--- src/rtl/uctr_pkg.sv ---
package uctr_pkg;

  localparam int unsigned MaxStepsDefault = 63;
  localparam int unsigned StepW = 6;
  localparam int unsigned CordicIters = 16;
  localparam int unsigned CordicIterW = 4;

  localparam logic signed [15:0] PiQ13 = 16'sd25736;
  localparam logic signed [16:0] TwoPiQ13 = 17'sd51472;
  localparam logic signed [31:0] HalfPiQ29 = 32'sd843314857;
  localparam logic signed [31:0] CordicGainQ16 = 32'sd39797;
  localparam logic [15:0] DtFloor = 16'd66;

  // register indexes on the config port
  localparam logic [2:0] RegLinMin = 3'd0;
  localparam logic [2:0] RegLinMax = 3'd1;
  localparam logic [2:0] RegAngMin = 3'd2;
  localparam logic [2:0] RegAngMax = 3'd3;
  localparam logic [2:0] RegTimeStep = 3'd4;
  localparam logic [2:0] RegStepCount = 3'd5;

  // commands from controller to datapath
  typedef struct packed {
    logic load;        // clamp command, clear pose
    logic mult_start;  // w*dt, first part of the yaw increment
    logic cordic_init; // load CORDIC from current yaw
    logic cordic_iter; // one CORDIC micro-rotation
    logic mul_a;       // v*cos, v*sin
    logic mul_b;       // (.)*dt, rounding
    logic update;      // accumulate pose
    logic dyaw_calc;   // compute yaw increment
  } uctr_cmd_t;

  function automatic logic signed [31:0] atan_q29(input logic [CordicIterW-1:0] i);
    case (i)
      4'd0: atan_q29 = 32'sd421657428;
      4'd1: atan_q29 = 32'sd248918915;
      4'd2: atan_q29 = 32'sd131521918;
      4'd3: atan_q29 = 32'sd66762579;
      4'd4: atan_q29 = 32'sd33510843;
      4'd5: atan_q29 = 32'sd16771758;
      4'd6: atan_q29 = 32'sd8387925;
      4'd7: atan_q29 = 32'sd4194219;
      4'd8: atan_q29 = 32'sd2097141;
      4'd9: atan_q29 = 32'sd1048575;
      4'd10: atan_q29 = 32'sd524288;
      4'd11: atan_q29 = 32'sd262144;
      4'd12: atan_q29 = 32'sd131072;
      4'd13: atan_q29 = 32'sd65536;
      4'd14: atan_q29 = 32'sd32768;
      default: atan_q29 = 32'sd16384;
    endcase
  endfunction

endpackage

--- src/rtl/uctr_ctrl.sv ---
module uctr_ctrl import uctr_pkg::*; #(
  parameter int unsigned MaxSteps = MaxStepsDefault
) (
  input  logic             clk_i,
  input  logic             rst_ni,
  input  logic             in_valid,
  output logic             in_ready,
  output logic             out_valid,
  input  logic             out_ready,
  input  logic [StepW-1:0] step_count_i,
  output uctr_cmd_t        cmd_o,
  output logic [CordicIterW-1:0] iter_o,
  output logic [StepW-1:0] step_index_o,
  output logic             last_pose_o
);

  typedef enum logic [2:0] {
    Idle, Dyaw, Emit, CInit, CIter, MulA, MulB, Update
  } state_e;

  state_e state_q, state_d;
  logic [CordicIterW-1:0] iter_q, iter_d;
  logic [StepW-1:0] idx_q, idx_d, steps_q, steps_d;
  logic [StepW-1:0] steps_c;

  always_comb begin
    steps_c = step_count_i;
    if (steps_c == '0) steps_c = StepW'(1);
    if (steps_c > StepW'(MaxSteps)) steps_c = StepW'(MaxSteps);
  end

  always_comb begin
    state_d = state_q;
    iter_d = iter_q;
    idx_d = idx_q;
    steps_d = steps_q;
    cmd_o = '0;
    case (state_q)
      Idle: begin
        if (in_valid) begin
          cmd_o.load = 1'b1;
          steps_d = steps_c;
          idx_d = '0;
          state_d = Dyaw;
        end
      end
      Dyaw: begin
        cmd_o.mult_start = 1'b1;
        state_d = Emit;
      end
      Emit: begin
        if (idx_q == '0) cmd_o.dyaw_calc = 1'b1;
        if (out_ready) begin
          if (idx_q == steps_q) state_d = Idle;
          else state_d = CInit;
        end
      end
      CInit: begin
        cmd_o.cordic_init = 1'b1;
        iter_d = '0;
        state_d = CIter;
      end
      CIter: begin
        cmd_o.cordic_iter = 1'b1;
        iter_d = iter_q + 1'b1;
        if (iter_q == CordicIterW'(CordicIters - 1)) state_d = MulA;
      end
      MulA: begin
        cmd_o.mul_a = 1'b1;
        state_d = MulB;
      end
      MulB: begin
        cmd_o.mul_b = 1'b1;
        state_d = Update;
      end
      Update: begin
        cmd_o.update = 1'b1;
        idx_d = idx_q + 1'b1;
        state_d = Emit;
      end
      default: state_d = Idle;
    endcase
  end

  always_ff @(posedge clk_i or negedge rst_ni) begin
    if (!rst_ni) begin
      state_q <= Idle;
      iter_q <= '0;
      idx_q <= '0;
      steps_q <= '0;
    end else begin
      state_q <= state_d;
      iter_q <= iter_d;
      idx_q <= idx_d;
      steps_q <= steps_d;
    end
  end

  assign in_ready = (state_q == Idle);
  assign out_valid = (state_q == Emit);
  assign iter_o = iter_q;
  assign step_index_o = idx_q;
  assign last_pose_o = (idx_q == steps_q);

endmodule

--- config.mk ---
export PLATFORM = sky130hd
export DESIGN_NAME = uctr_ctrl
export DESIGN_NICKNAME = d
export VERILOG_FILES = /design/src/rtl/uctr_pkg.sv /design/src/rtl/uctr_ctrl.sv
export SDC_FILE = /design/constraint.sdc
export NUM_CORES = 1
export LEC_CHECK = 0
export ABC_AREA = 0
export BUFFER_PORTS_ARGS = -buffer_cell sky130_fd_sc_hd__buf_4
export CORE_MARGIN = 2
export CORE_UTILIZATION = 45
export DETAILED_ROUTE_END_ITERATION = 6
export PLACE_DENSITY = 0.73
export SETUP_SLACK_MARGIN = 0.5
export SLEW_MARGIN = 20
export SYNTH_ARGS = -nofsm -noshare
export SYNTH_HDL_FRONTEND = slang
export SYNTH_SLANG_ARGS = --single-unit
--- constraint.sdc ---
create_clock -name clk_i -period 1.3 [get_ports clk_i]
set_input_delay 0.065 -clock clk_i [delete_from_list [all_inputs] [get_ports clk_i]]
set_output_delay 0.065 -clock clk_i [all_outputs]
set_load 0.03 [all_outputs]
==> impl_results.md, run 1 <==
* Status: stopped before the end
* Stopped at: global routing
* Tool error: [ERROR DPL-0033] detailed placement checks failed during check placement.
* Syn Inst Count at 108
* Rows at 17
* Sequential area share after synthesis at between 40% and 50%
* Num CTS Buffers at 3
* Starting Density at roughly half
* WEP type: top-level output
* Initial antenna violation count at 0
* Placed cell count at 178
* Placer Congestion at 0.780
* Clock sinks at 19
* Post-GRT worst EP: cmd_o[0]
* Yosys cell types at 36
* Post-synth net total at 121
* Chip Width at 53.0 µm
* Mapped Avg Cell Area at 9.99 µm²
* Synth warn at 0
* Synthesized area at 1080 µm²
* Pin count of the biggest net entering global routing at 20
* IO Pins at 31
* Die Y at roughly 53 µm
* #FFs+latches synth at 19
* Number of port buffers at 30
* CTS Buffer Depth at 2
* DPL Wire Length at 1890 µm
* Clk Tree Root Cell: clkbuf_4
* Htree depth at 1
[cells in the mapped netlist (all sizes together)]
cell	count	area (µm²)
a22o	4	35.0
dfrtp	19	475
inv	5	18.8
or2	1	6.26
ha	3	37.5
a41oi	2	17.5
or4b	2	23.8
nand2b	2	12.5
nand3	3	15.0
clkinv	1	8.76
buf	4	26.3
xor2	6	52.6
a21oi	3	15.0
a311o	1	10.0
and2	2	12.5
o21ai	1	5.00
nor2	6	25.0
nor4	2	12.5
mux2i	5	50.1
o31ai	1	7.51
mux2	3	37.5
nand4	2	12.5
nor2b	1	6.26
and3b	1	8.76
nor3b	2	26.3
nor3	2	10.0
o311ai	1	8.76
nand2	19	71.3
and3	2	12.5
xnor2	2	17.5
[through the flow]
stage / area [µm²] / setup TNS, ns / setup WS [ns] / hold WS, ns / util, %
CTS: 2040 / -5.51 / -0.477 / 0.0834 / 91.4
detailed placement: 1570 / -1.75 / -0.194 / -0.0479 / 70.1
global placement: 1570 / -1.37 / -0.169 / -0.0527 / 70.1
floorplan: 1230 / -1.87 / -0.347 / -0.231 / -
[timing repair]
| item | CTS |
|---|---|
| resized for setup | 56 |
| setup endpoints to repair | 40 |
| pin swaps | 14 |
| setup buffers | 20 |
| hold buffers | 8 |
| endpoints found under the hold margin | 26 |
[logic make-up after synthesis]
| family | count (synthesis) | synth area share, % |
|---|---|---|
| xor gates and xnor gates | 8 | 6.50 |
| buffers and inverters | 10 | 4.99 |
| and+or+nand+nor | 47 | 23.7 |
| adders and majority gates | 3 | 3.48 |
| DFF | 19 | 44.1 |
| muxes | 8 | 8.12 |
| AOI/OAI and AO/OA | 13 | 9.16 |
==> inputs of run 2 (changes only) <==
- CORE_AREA: not set -> 2 2 63 65
- CORE_MARGIN: 2 -> not set
- CORE_UTILIZATION: 45 -> not set
- DIE_AREA: not set -> 0 0 65 67
- PLACE_DENSITY: 0.73 -> not set
- PLACE_DENSITY_LB_ADDON: not set -> 0.15
- SETUP_SLACK_MARGIN: 0.5 -> not set
- clock period: 1.3 -> 1.7 ns (I/O delays scaled with it)
==> impl_results.md, run 2 <==
* Worst setup EP type: output pin
* Startpoint types: register
* Post-Route WL at 2550 µm
* Min-Delay Path Depth at 3
* Die Y at 67 µm (was 53.0 µm)
* Synth top area cells: dfrtp_1 (44%), nand2_1 (6.6%), xor2_1 (4.9%) (unchanged)
* Non-filler instance count after layout at 197
* Sequential power share at between 20 and 30%
* Vias per inst at 4.66
* Number of enable flip-flop cells after synthesis at 0 (unchanged)
* Clock Skew at roughly 0.0048 ns
* Post-synth top cells: dfrtp_1 (19), nand2_1 (19), xor2_1 (6) (unchanged)
* GR Overflow Total at 0
* DR iter-0 viols at 35
* Vias in the first global route at around 900
* Routed vias at 918
* Starting Density at 29.9% (was 48.3%)
* CTS clk-pin slew, worst paths at approximately 0.07 ns
* Leading area contributor after synthesis: dfrtp_1 (unchanged)
* Clock sinks at 19 (unchanged)
* Drt drc at 0
* Sw frac at 45.6%
* Maximum clock frequency at 0.584 GHz
* GRT Util Overall at between 10% and 20%
* GR Layer Usage met2 at 20.4%
* Mapped Avg Cell Area at 9.99 µm² (unchanged)
* Number of port buffers at 30 (unchanged)
* Placed cell count at 188 (was 178)
* Die ar. at 4360 µm²
* Worst relative slew slack at between 70% and 80%
* Power Dens Cells at 1970 nW/µm²
* Drt pass-1 iters at 4
* Setup Crit Path Kind: register to output pin
* Synth warn at 0 (unchanged)
* Async set-reset flop share out of synthesis at 100% (unchanged)
* Finished Cell Area at roughly 1500 µm²
* Pin count of the biggest net entering global routing at 20
* RSZ-0062 raised after global routing: true
* TritonCTS clock tree: built
* Final hold violation count at 0
* Worst setup margin at -0.0134 ns
* Critical Path RT at 1.62 ns
* Pint at about 1600 µW
* Final min period at 1.71 ns
* Post-synth net total at 121 (unchanged)
* Tcrit/Tclk final at 101%
* Commonest cells after routing, fill and taps aside: buf_4 (37), nand2_1 (19), dfrtp_1 (18), xor2_1 (6)
* Clock power share at between 10% and 20%
* IO Pins at 31 (unchanged)
* Num CTS Buffers at 3 (unchanged)
* Worst R2R Setup Slack at 0.14 ns
* Least-Margin Pin Slew at 0.324 ns
* VDD IR-drop max at 0.452 mV
* Layout cells sized above 1 at 37.6%
* Clk Tree Root Cell: clkbuf_8 (was clkbuf_4)
* HP Class: input port to register
* Post-synth top area share at 44.1% (unchanged)
* Placed Area at 1400 µm² (was 1570 µm²)
* Setup violators final at 1
* #FFs+latches synth at 19 (unchanged)
* Per-cell routed wire length at 12.9 µm
* Area Growth Syn to Fin at 39.3%
* Path depth of the worst reg2reg path at 7
* P_sw at 1350 µW
* Placer Congestion at 0.746 (was 0.780)
* Top FF cell, synth: dfrtp_1 (unchanged)
* Antenna diodes at 0
* First-pass GRT wire length at 4240 µm
* Sequential area share after synthesis at 44.1% (unchanged)
* Commonest non-fill, non-tap cell in the layout: buf_4
* Violated checks: setup timing
* Chip Width at 65 µm (was 53.0 µm)
* Worst Path Arrival at 1.63 ns
* # nets final at 163
* Most Crowded Layer GR: met2
* Met1 Usage GRT at 17.1%
* Comb pwr share at 60.8%
* Yosys cell types at 36 (unchanged)
* Slew Viols, Final at 0
* CTS Buffer Depth at 2 (unchanged)
* CP Max Fanout at 2
* Met3 Track Usage GR at 2.36%
* Max-cap viol count at 0
* DPL Wire Length at 1900 µm (was 1890 µm)
* Syn Inst Count at 108 (unchanged)
* Initial antenna violation count at 0
* Leak at 0.000763 µW
* Core Area at 3610 µm²
* Rows at 22 (was 17)
* Status: finished, violations left (was stopped before the end)
* Synthesized area at 1080 µm² (unchanged)
* Remaining antenna violation count after routing at 0
* Clock Latency Late Sink at 0.25 ns
* Htree depth at 1 (unchanged)
## run 2: cell counts after synthesis
No cell type changed its count.
## run 2: worst paths after layout
path	start	endpoint
setup / recovery	step_index_o[0]	cmd_o[0]
hold / removal	step_count_i[2]	steps_q[2]
setup reg to reg	step_index_o[0]	state_q[1]
hold reg to reg	steps_q[3]	steps_q[3]
max in group asynchronous	rst_ni	step_index_o[3]
min in group asynchronous	rst_ni	step_index_o[1]
## run 2: logic make-up (layout without fill, tap and decap cells)
logic type | count (synthesis) | count (layout) | share of synthesized area [%]
AO/OA/AOI/OAI | 13 | 13 | 9.16
XOR/XNOR | 8 | 8 | 6.50
adder cells (fa/ha/maj) | 3 | 3 | 3.48
buffers and inverters | 10 | 51 | 4.99
flip-flops | 19 | 19 | 44.1
multiplexers | 8 | 8 | 8.12
AND/OR/NAND/NOR | 47 | 47 | 23.7
## run 2: final cells by class
type,instances,area (µm²)
Fill cell,372,2100
Timing Repair Buffer,41,322
Inverter,6,27.5
Multi-Input combinational cell,79,571
Tap cell,48,60.1
Clock inverter,1,5.00
Sequential cell,19,477
Clock buffer,3,41.3
## run 2: power groups by stage
| stage | combinational [µW] | sequential, µW | clock [µW] |
|---|---|---|---|
| 2_1_floorplan | 950 | 1020 | 0 |
| 3_3_place_gp | 1690 | 849 | 0 |
| 3_5_place_dp | 1710 | 860 | 0 |
| 4_1_cts | 1790 | 859 | 319 |
| 5_1_grt | 1960 | 891 | 343 |
| 6_report | 1800 | 854 | 307 |
## run 2: timing repair
action | CTS | global route
hold endpoints to repair | 19 | 0
gates resized for setup | 6 | 0
buffers inserted | 2 | 2
hold buffers | 1 | 0
endpoints found under the setup margin | 2 | 3
pin swaps | 1 | 2
## run 2: critical path, stage by stage, from the launching register on
cell	delay [ns]
dfrtp_1	0.39
inv_1	0.06
ha_1	0.14
or4b_4	0.47
nor4_4	0.15
buf_6	0.17
## run 2: stage by stage
step / setup slack [ns] / power [µW] / util [%] / hold slack, ns / TNS, ns
after global routing: -0.124 / 3190 / 41.7 / 0.0429 / -0.174
after global placement: 0.198 / 2540 / 38.8 / -0.0260 / 0
after CTS: -0.0445 / 2970 / 41.3 / 0.0285 / -0.0778
after detailed placement: 0.175 / 2570 / 38.8 / -0.0237 / 0
final: -0.0134 / 2960 / 41.7 / 0.0311 / -0.0134
after floorplan: 0.0120 / 1970 / - / -0.211 / 0
## run 2: routing by layer
metal  up-vias  wire length, µm
met4         0               35
met5         -                0
met2        19             1180
met1       438             1220
met3         2              114
li1        459                -
Power figures use the tool's default switching activity.
==> inputs of run 3 (changes only) <==
- CAP_MARGIN: not set -> 25
- clock period: 1.7 -> 1.6 ns (I/O delays scaled with it)
==> impl_results.md, run 3 (synthesis results as in run 2) <==
* Status: finished, violations left (unchanged)
* Violated checks: setup timing (unchanged)
* Final min period at between 1.5 and 2 ns
* Min-Delay Path Depth at 3 (unchanged)
* Num CTS Buffers at 3 (unchanged)
* Fin util at 41.8% (was 41.7%)
* Setup Total Neg Slack at -0.108 ns (was -0.0134 ns)
* Worst setup margin at -0.104 ns (was -0.0134 ns)
* CTS Buffer Depth at 2 (unchanged)
* Setup violators final at 2 (was 1)
* RSZ-0062 raised after global routing: true (unchanged)
* Startpoint types: register (unchanged)
* Worst setup EP type: output pin (unchanged)
* IO Pins at 31 (unchanged)
* Critical Path RT at 1.52 ns (was 1.62 ns)
* Drt drc at 0 (unchanged)
* Critical Path Max Stage Delay at 0.47 ns (about the same)
* VDD IR-drop max at 0.605 mV (was 0.452 mV)
* Worst path cell trace: inv_2 > ha_1 > or4b_4 > nor4_4 > buf_4 (was inv_1 > ha_1 > or4b_4 > nor4_4 > buf_6)
* Vias in the first global route at 866 (was 904)
* TritonCTS clock tree: built (unchanged)
* Number of port buffers at 30 (unchanged)
* Critical path depth at 5 (unchanged)
* Pin count of the biggest net entering global routing at 20 (unchanged)
* Placer Congestion at 0.758 (was 0.746)
* Area Growth Syn to Fin at 39.7% (was 39.3%)
* Setup Crit Path Kind: register to output pin (unchanged)
* Power Dens Cells at 2050 nW/µm² (was 1970 nW/µm²)
* Placed Area at 1430 µm² (was 1400 µm²)
* GR Overflow Total at 0 (unchanged)
* Max-cap viol count at 0 (unchanged)
* HP Class: input port to register (unchanged)
* Critical path buffers and inverters at 2 (unchanged)
* Drt pass-1 iters at 4 (unchanged)
* First-pass GRT wire length at 4010 µm (was 4240 µm)
* Routed vias at 904 (was 918)
* DPL Wire Length at 1850 µm (was 1900 µm)
* Htree depth at 1 (unchanged)
* DR iter-0 viols at 48 (was 35)
* Rows at 22 (unchanged)
* Hold wc startpoint: step_count_i[4] (was step_count_i[2])
* Post-Route WL at 2400 µm (was 2550 µm)
* Per-cell routed wire length at 12.2 µm (was 12.9 µm)
* Antenna diodes at 0 (unchanged)
* Top delay family on crit path: simple AND/OR/NAND/NOR gates (unchanged)
* Die ar. at 4360 µm² (unchanged)
* Initial antenna violation count at 0 (unchanged)
* Remaining antenna violation count after routing at 0 (unchanged)
* Worst R2R Setup Slack at 0.07 ns (was 0.14 ns)
* Final hold violation count at 0 (unchanged)
* GRT Util Overall at 12.1% (was 13.1%)
* CP Max Fanout at 2 (unchanged)
* Commonest non-fill, non-tap cell in the layout: buf_4 (unchanged)
* Path depth of the worst reg2reg path at 5 (was 7)
* # nets final at 163 (unchanged)
* Chip Width at 65 µm (unchanged)
* Vias per inst at 4.59 (was 4.66)
* Maximum clock frequency at 0.587 GHz
* Register area at 479 µm² (was 477 µm²)
* Starting Density at 29.9% (unchanged)
* Hold EP: steps_q[4] (was steps_q[2])
* Clk Tree Root Cell: clkbuf_8 (unchanged)
* Worst Path Arrival at 1.62 ns (was 1.63 ns)
* Commonest cells after routing, fill and taps aside: buf_4 (38), nand2_1 (19), dfrtp_1 (16), xor2_1 (6) (was buf_4 (37), nand2_1 (19), dfrtp_1 (18), xor2_1 (6))
* Slew Viols, Final at 0 (unchanged)
* Leak at 0.000756 µW (was 0.000763 µW)
* Core Area at 3610 µm² (unchanged)
* Pre-CTS setup slack at 0.0778 ns (was 0.175 ns)
* Least-Margin Pin Slew at 0.305 ns (was 0.324 ns)
* Clock sinks at 19 (unchanged)
* Worst relative slew slack at 79.7% (was 78.4%)
* Die Y at 67 µm (unchanged)
* Area of the multi-input gates at 574 µm² (was 571 µm²)
* Layout cells sized above 1 at 38.9% (was 37.6%)
* Clock Skew at 0.00219 ns (was 0.00484 ns)
* CTS clk-pin slew, worst paths at 0.07 ns (about the same)
* CP max stage cell: or4b_4 (unchanged)
* Clock Latency Late Sink at 0.25 ns (about the same)
* Finished Cell Area at 1510 µm² (was 1500 µm²)
* Reg-to-reg endpoint: step_index_o[4] (was state_q[1])
* Fillers at 376 (was 372)
* Reg-to-Reg Start: state_q[1] (was step_index_o[0])
* Tcrit/Tclk final at 107%
-- run 3: worst register-to-register path, stage by stage (launching register included) --
cell and delay, ns:
dfrtp_1 0.38, or4b_4 0.60, buf_4 0.16, buf_4 0.15, nand2_1 0.06, mux2i_1 0.06
-- run 3: power by group --
group	leakage [µW]	internal, µW	switching (µW)	total, µW
clock network	0.0000228	177	150	327
logic	0.000498	819	1060	1870
registers	0.000235	694	199	893
-- run 3: how the worst max path moves through the flow --
stage                    startpoint       end
floorplan           step_index_o[0]  cmd_o[0]
global placement    step_index_o[0]  cmd_o[0]
detailed placement  step_index_o[0]  cmd_o[0]
CTS                 step_index_o[0]  cmd_o[0]
global route        step_index_o[1]  cmd_o[0]
finish              step_index_o[0]  cmd_o[0]
-- run 3: cell type report --
cell class / instances / area share [%]
tap: 48 / 3.99
timing repair buffer: 41 / 21.1
sequential: 19 / 31.8
clock buffer: 4 / 2.99
inverter: 6 / 1.99
multi-input combinational: 79 / 38.1
-- run 3: metrics by stage --
step                hold slack [ns]  cells  power, µW
floorplan                    -0.216    108       2120
global placement            -0.0256    191       2740
CTS                          0.0204    196       3130
global route                 0.0290    197       3350
finish                       0.0240    197       3100
detailed placement          -0.0203    191       2760
-- run 3: what timing repair did --
item,CTS,global route
pin swaps,1,1
resized for setup,2,3
setup buffers,0,1
setup endpoints to repair,2,3
gates cloned,0,0
hold buffers,1,0
endpoints found under the hold margin,19,0
-- run 3: routing by layer --
metal | up-vias | global-route usage [%] | share of wire [%]
met5 | - | 0 | 0
met4 | 0 | 4.79 | 1.1
met3 | 4 | 2.53 | 5.2
met2 | 21 | 18.0 | 45
met1 | 424 | 16.9 | 48
li1 | 455 | - | -
==> inputs of run 4 (changes only) <==
- CORE_AREA: 2 2 63 65 -> 10 10 71 73
- DIE_AREA: 0 0 65 67 -> 0 0 81 83
==> impl_results.md, run 4 (synthesis results as in run 2) <==
* TritonCTS clock tree: built (unchanged)
* Pin count of the biggest net entering global routing at 20 (unchanged)
* GR Overflow Total at 0 (unchanged)
* Path depth of the worst reg2reg path at 4 (was 5)
* Vias per inst at 4.70 (was 4.59)
* # nets final at 163 (unchanged)
* Htree depth at 1 (unchanged)
* CP max stage cell: or4b_4 (unchanged)
* Vias in the first global route at 957 (was 866)
* Critical Path Max Stage Delay at 0.47 ns (about the same)
* Reg-to-reg endpoint: step_index_o[0] (was step_index_o[4])
* DPL Wire Length at 2240 µm (was 1850 µm)
* CTS Buffer Depth at 2 (unchanged)
* HP Class: input port to register (unchanged)
* Setup Crit Path Kind: register to output pin (unchanged)
* Drt pass-1 iters at 4 (unchanged)
* GRT Util Overall at 8.31% (was 12.1%)
* Routed vias at 925 (was 904)
* Setup violators final at 2 (unchanged)
* CP Max Fanout at 2 (unchanged)
* Remaining antenna violation count after routing at 0 (unchanged)
* DR iter-0 viols at 28 (was 48)
* Worst relative slew slack at 76.8% (was 79.7%)
* Startpoint types: register (unchanged)
* Max-cap viol count at 0 (unchanged)
* Initial antenna violation count at 0 (unchanged)
* Commonest cells after routing, fill and taps aside: buf_4 (37), nand2_1 (19), dfrtp_1 (17), xor2_1 (6) (was buf_4 (38), nand2_1 (19), dfrtp_1 (16), xor2_1 (6))
* Critical Path RT at 1.52 ns (about the same)
* Tcrit/Tclk final at 106% (was 107%)
* Clock sinks at 19 (unchanged)
* IO Pins at 31 (unchanged)
* Sw frac at 45.8% (was 45.4%)
* Chip Width at 81 µm (was 65 µm)
* Per-cell routed wire length at 13.8 µm (was 12.2 µm)
* Comb pwr share at 61.4% (was 60.6%)
* Slew Viols, Final at 0 (unchanged)
* Commonest non-fill, non-tap cell in the layout: buf_4 (unchanged)
* Clock power share at 10.1% (was 10.6%)
* Area Growth Syn to Fin at 40.1% (was 39.7%)
* Placer Congestion at 0.744 (was 0.758)
* Pint at 1700 µW (was 1690 µW)
* Worst Path Arrival at 1.61 ns (was 1.62 ns)
* Non-filler instance count after layout at 197 (unchanged)
* Status: finished, violations left (unchanged)
* RSZ-0062 raised after global routing: true (unchanged)
* Post-Route WL at 2710 µm (was 2400 µm)
* CP Capture Point: cmd_o[0] (unchanged)
* Crit path from: step_index_o[0] (unchanged)
* Reg-to-Reg Start: state_q[2] (was state_q[1])
* Power Dens Cells at 2080 nW/µm² (was 2050 nW/µm²)
* Final min period at 1.69 ns (was 1.70 ns)
* VDD IR-drop max at 0.922 mV (was 0.605 mV)
* Num CTS Buffers at 3 (unchanged)
* CTS clk-pin slew, worst paths at 0.07 ns (about the same)
* Rows at 22 (unchanged)
* Worst R2R Setup Slack at 0.12 ns (was 0.07 ns)
* Setup Total Neg Slack at -0.119 ns (was -0.108 ns)
* Die Y at 83 µm (was 67 µm)
* Core Area at 3630 µm² (was 3610 µm²)
* Die ar. at 6720 µm² (was 4360 µm²)
* Layout cells sized above 1 at 39.6% (was 38.9%)
* Maximum clock frequency at 0.590 GHz (was 0.587 GHz)
* Worst setup margin at -0.0945 ns (was -0.104 ns)
* Violated checks: setup timing (unchanged)
* Final hold violation count at 0 (unchanged)
* First-pass GRT wire length at 4660 µm (was 4010 µm)
* Antenna diodes at 0 (unchanged)
* Leak at 0.000759 µW (was 0.000756 µW)
* Sequential power share at 28.5% (was 28.9%)
* Number of port buffers at 30 (unchanged)
* Clock Skew at 0.00294 ns (was 0.00219 ns)
* Least-Margin Pin Slew at 0.348 ns (was 0.305 ns)
* Worst setup EP type: output pin (unchanged)
* Clock Latency Late Sink at 0.24 ns (was 0.25 ns)
* Drt drc at 0 (unchanged)
* Placed cell count at 191 (unchanged)
* P_sw at 1440 µW (was 1400 µW)
* Clk Tree Root Cell: clkbuf_8 (unchanged)
* Worst path cell trace: inv_2 > ha_1 > or4b_4 > nor4_4 > buf_6 (was inv_2 > ha_1 > or4b_4 > nor4_4 > buf_4)
* Starting Density at 29.7% (was 29.9%)
run 4: cell counts in the layout (fill, tap and decap cells not counted):
Identical to the previous run, type by type.
run 4: how the worst min path moves through the flow:
stage               startpoint          to  slack (ns)  cells after the start
3_3_place_gp            rst_ni  steps_q[1]       -0.03                      1
6_report       step_count_i[3]  steps_q[3]        0.03                      3
2_1_floorplan           rst_ni   iter_o[0]       -0.22                      0
5_1_grt        step_count_i[3]  steps_q[3]        0.03                      3
4_1_cts        step_count_i[3]  steps_q[3]        0.03                      3
3_5_place_dp            rst_ni  steps_q[1]       -0.03                      1
run 4: area by class of cell:
| class | instances | area, µm² |
|---|---|---|
| sequential | 19 | 478 |
| clock buffer | 4 | 45.0 |
| timing repair buffer | 41 | 322 |
| inverter | 6 | 30.0 |
| multi-input combinational | 79 | 577 |
| fill | 382 | 2120 |
| tap | 48 | 60.1 |
run 4: power groups by stage:
stage	registers [µW]	logic, µW	clock network [µW]
finish	894	1930	317
global route	933	2120	358
CTS	895	1950	332
detailed placement	901	1910	0
global placement	899	1890	0
floorplan	1090	1020	0
run 4: per-layer routing:
| layer | wire length, µm | track usage (%) | vias up | share of wire [%] |
|---|---|---|---|---|
| met5 | 0 | 0 | - | 0 |
| met4 | 14 | 1.88 | 0 | 0.52 |
| met3 | 223 | 3.02 | 2 | 8.2 |
| met2 | 1220 | 12.0 | 21 | 45 |
| met1 | 1260 | 11.4 | 442 | 46 |
| li1 | - | - | 460 | - |
run 4: stage by stage:
| stage | utilization [%] | cell area, µm² | power [µW] | hold WS (ns) | setup WS, ns |
|---|---|---|---|---|---|
| 2_1_floorplan | - | 1100 | 2120 | -0.216 | -0.0619 |
| 3_3_place_gp | 39.3 | 1430 | 2790 | -0.0322 | 0.103 |
| 3_5_place_dp | 39.3 | 1430 | 2810 | -0.0310 | 0.0650 |
| 4_1_cts | 41.0 | 1490 | 3180 | 0.0267 | -0.132 |
| 5_1_grt | 41.6 | 1510 | 3410 | 0.0339 | -0.189 |
| 6_report | 41.6 | 1510 | 3140 | 0.0329 | -0.0945 |
run 4: what timing repair did:
action                                  CTS  global route
endpoints found under the setup margin    2             3
buffers inserted                          0             1
resized for setup                         3             4
pin swaps                                 2             1
endpoints found under the hold margin    19             0
hold buffers                              1             0
run 4: worst max-delay path, delay by kind of cell, from the launching register on:
family                     cells  cell delay (ns)
adders and majority gates      1             0.13
buffers and inverters          2             0.21
DFF                            1             0.41
and+or+nand+nor                2             0.62
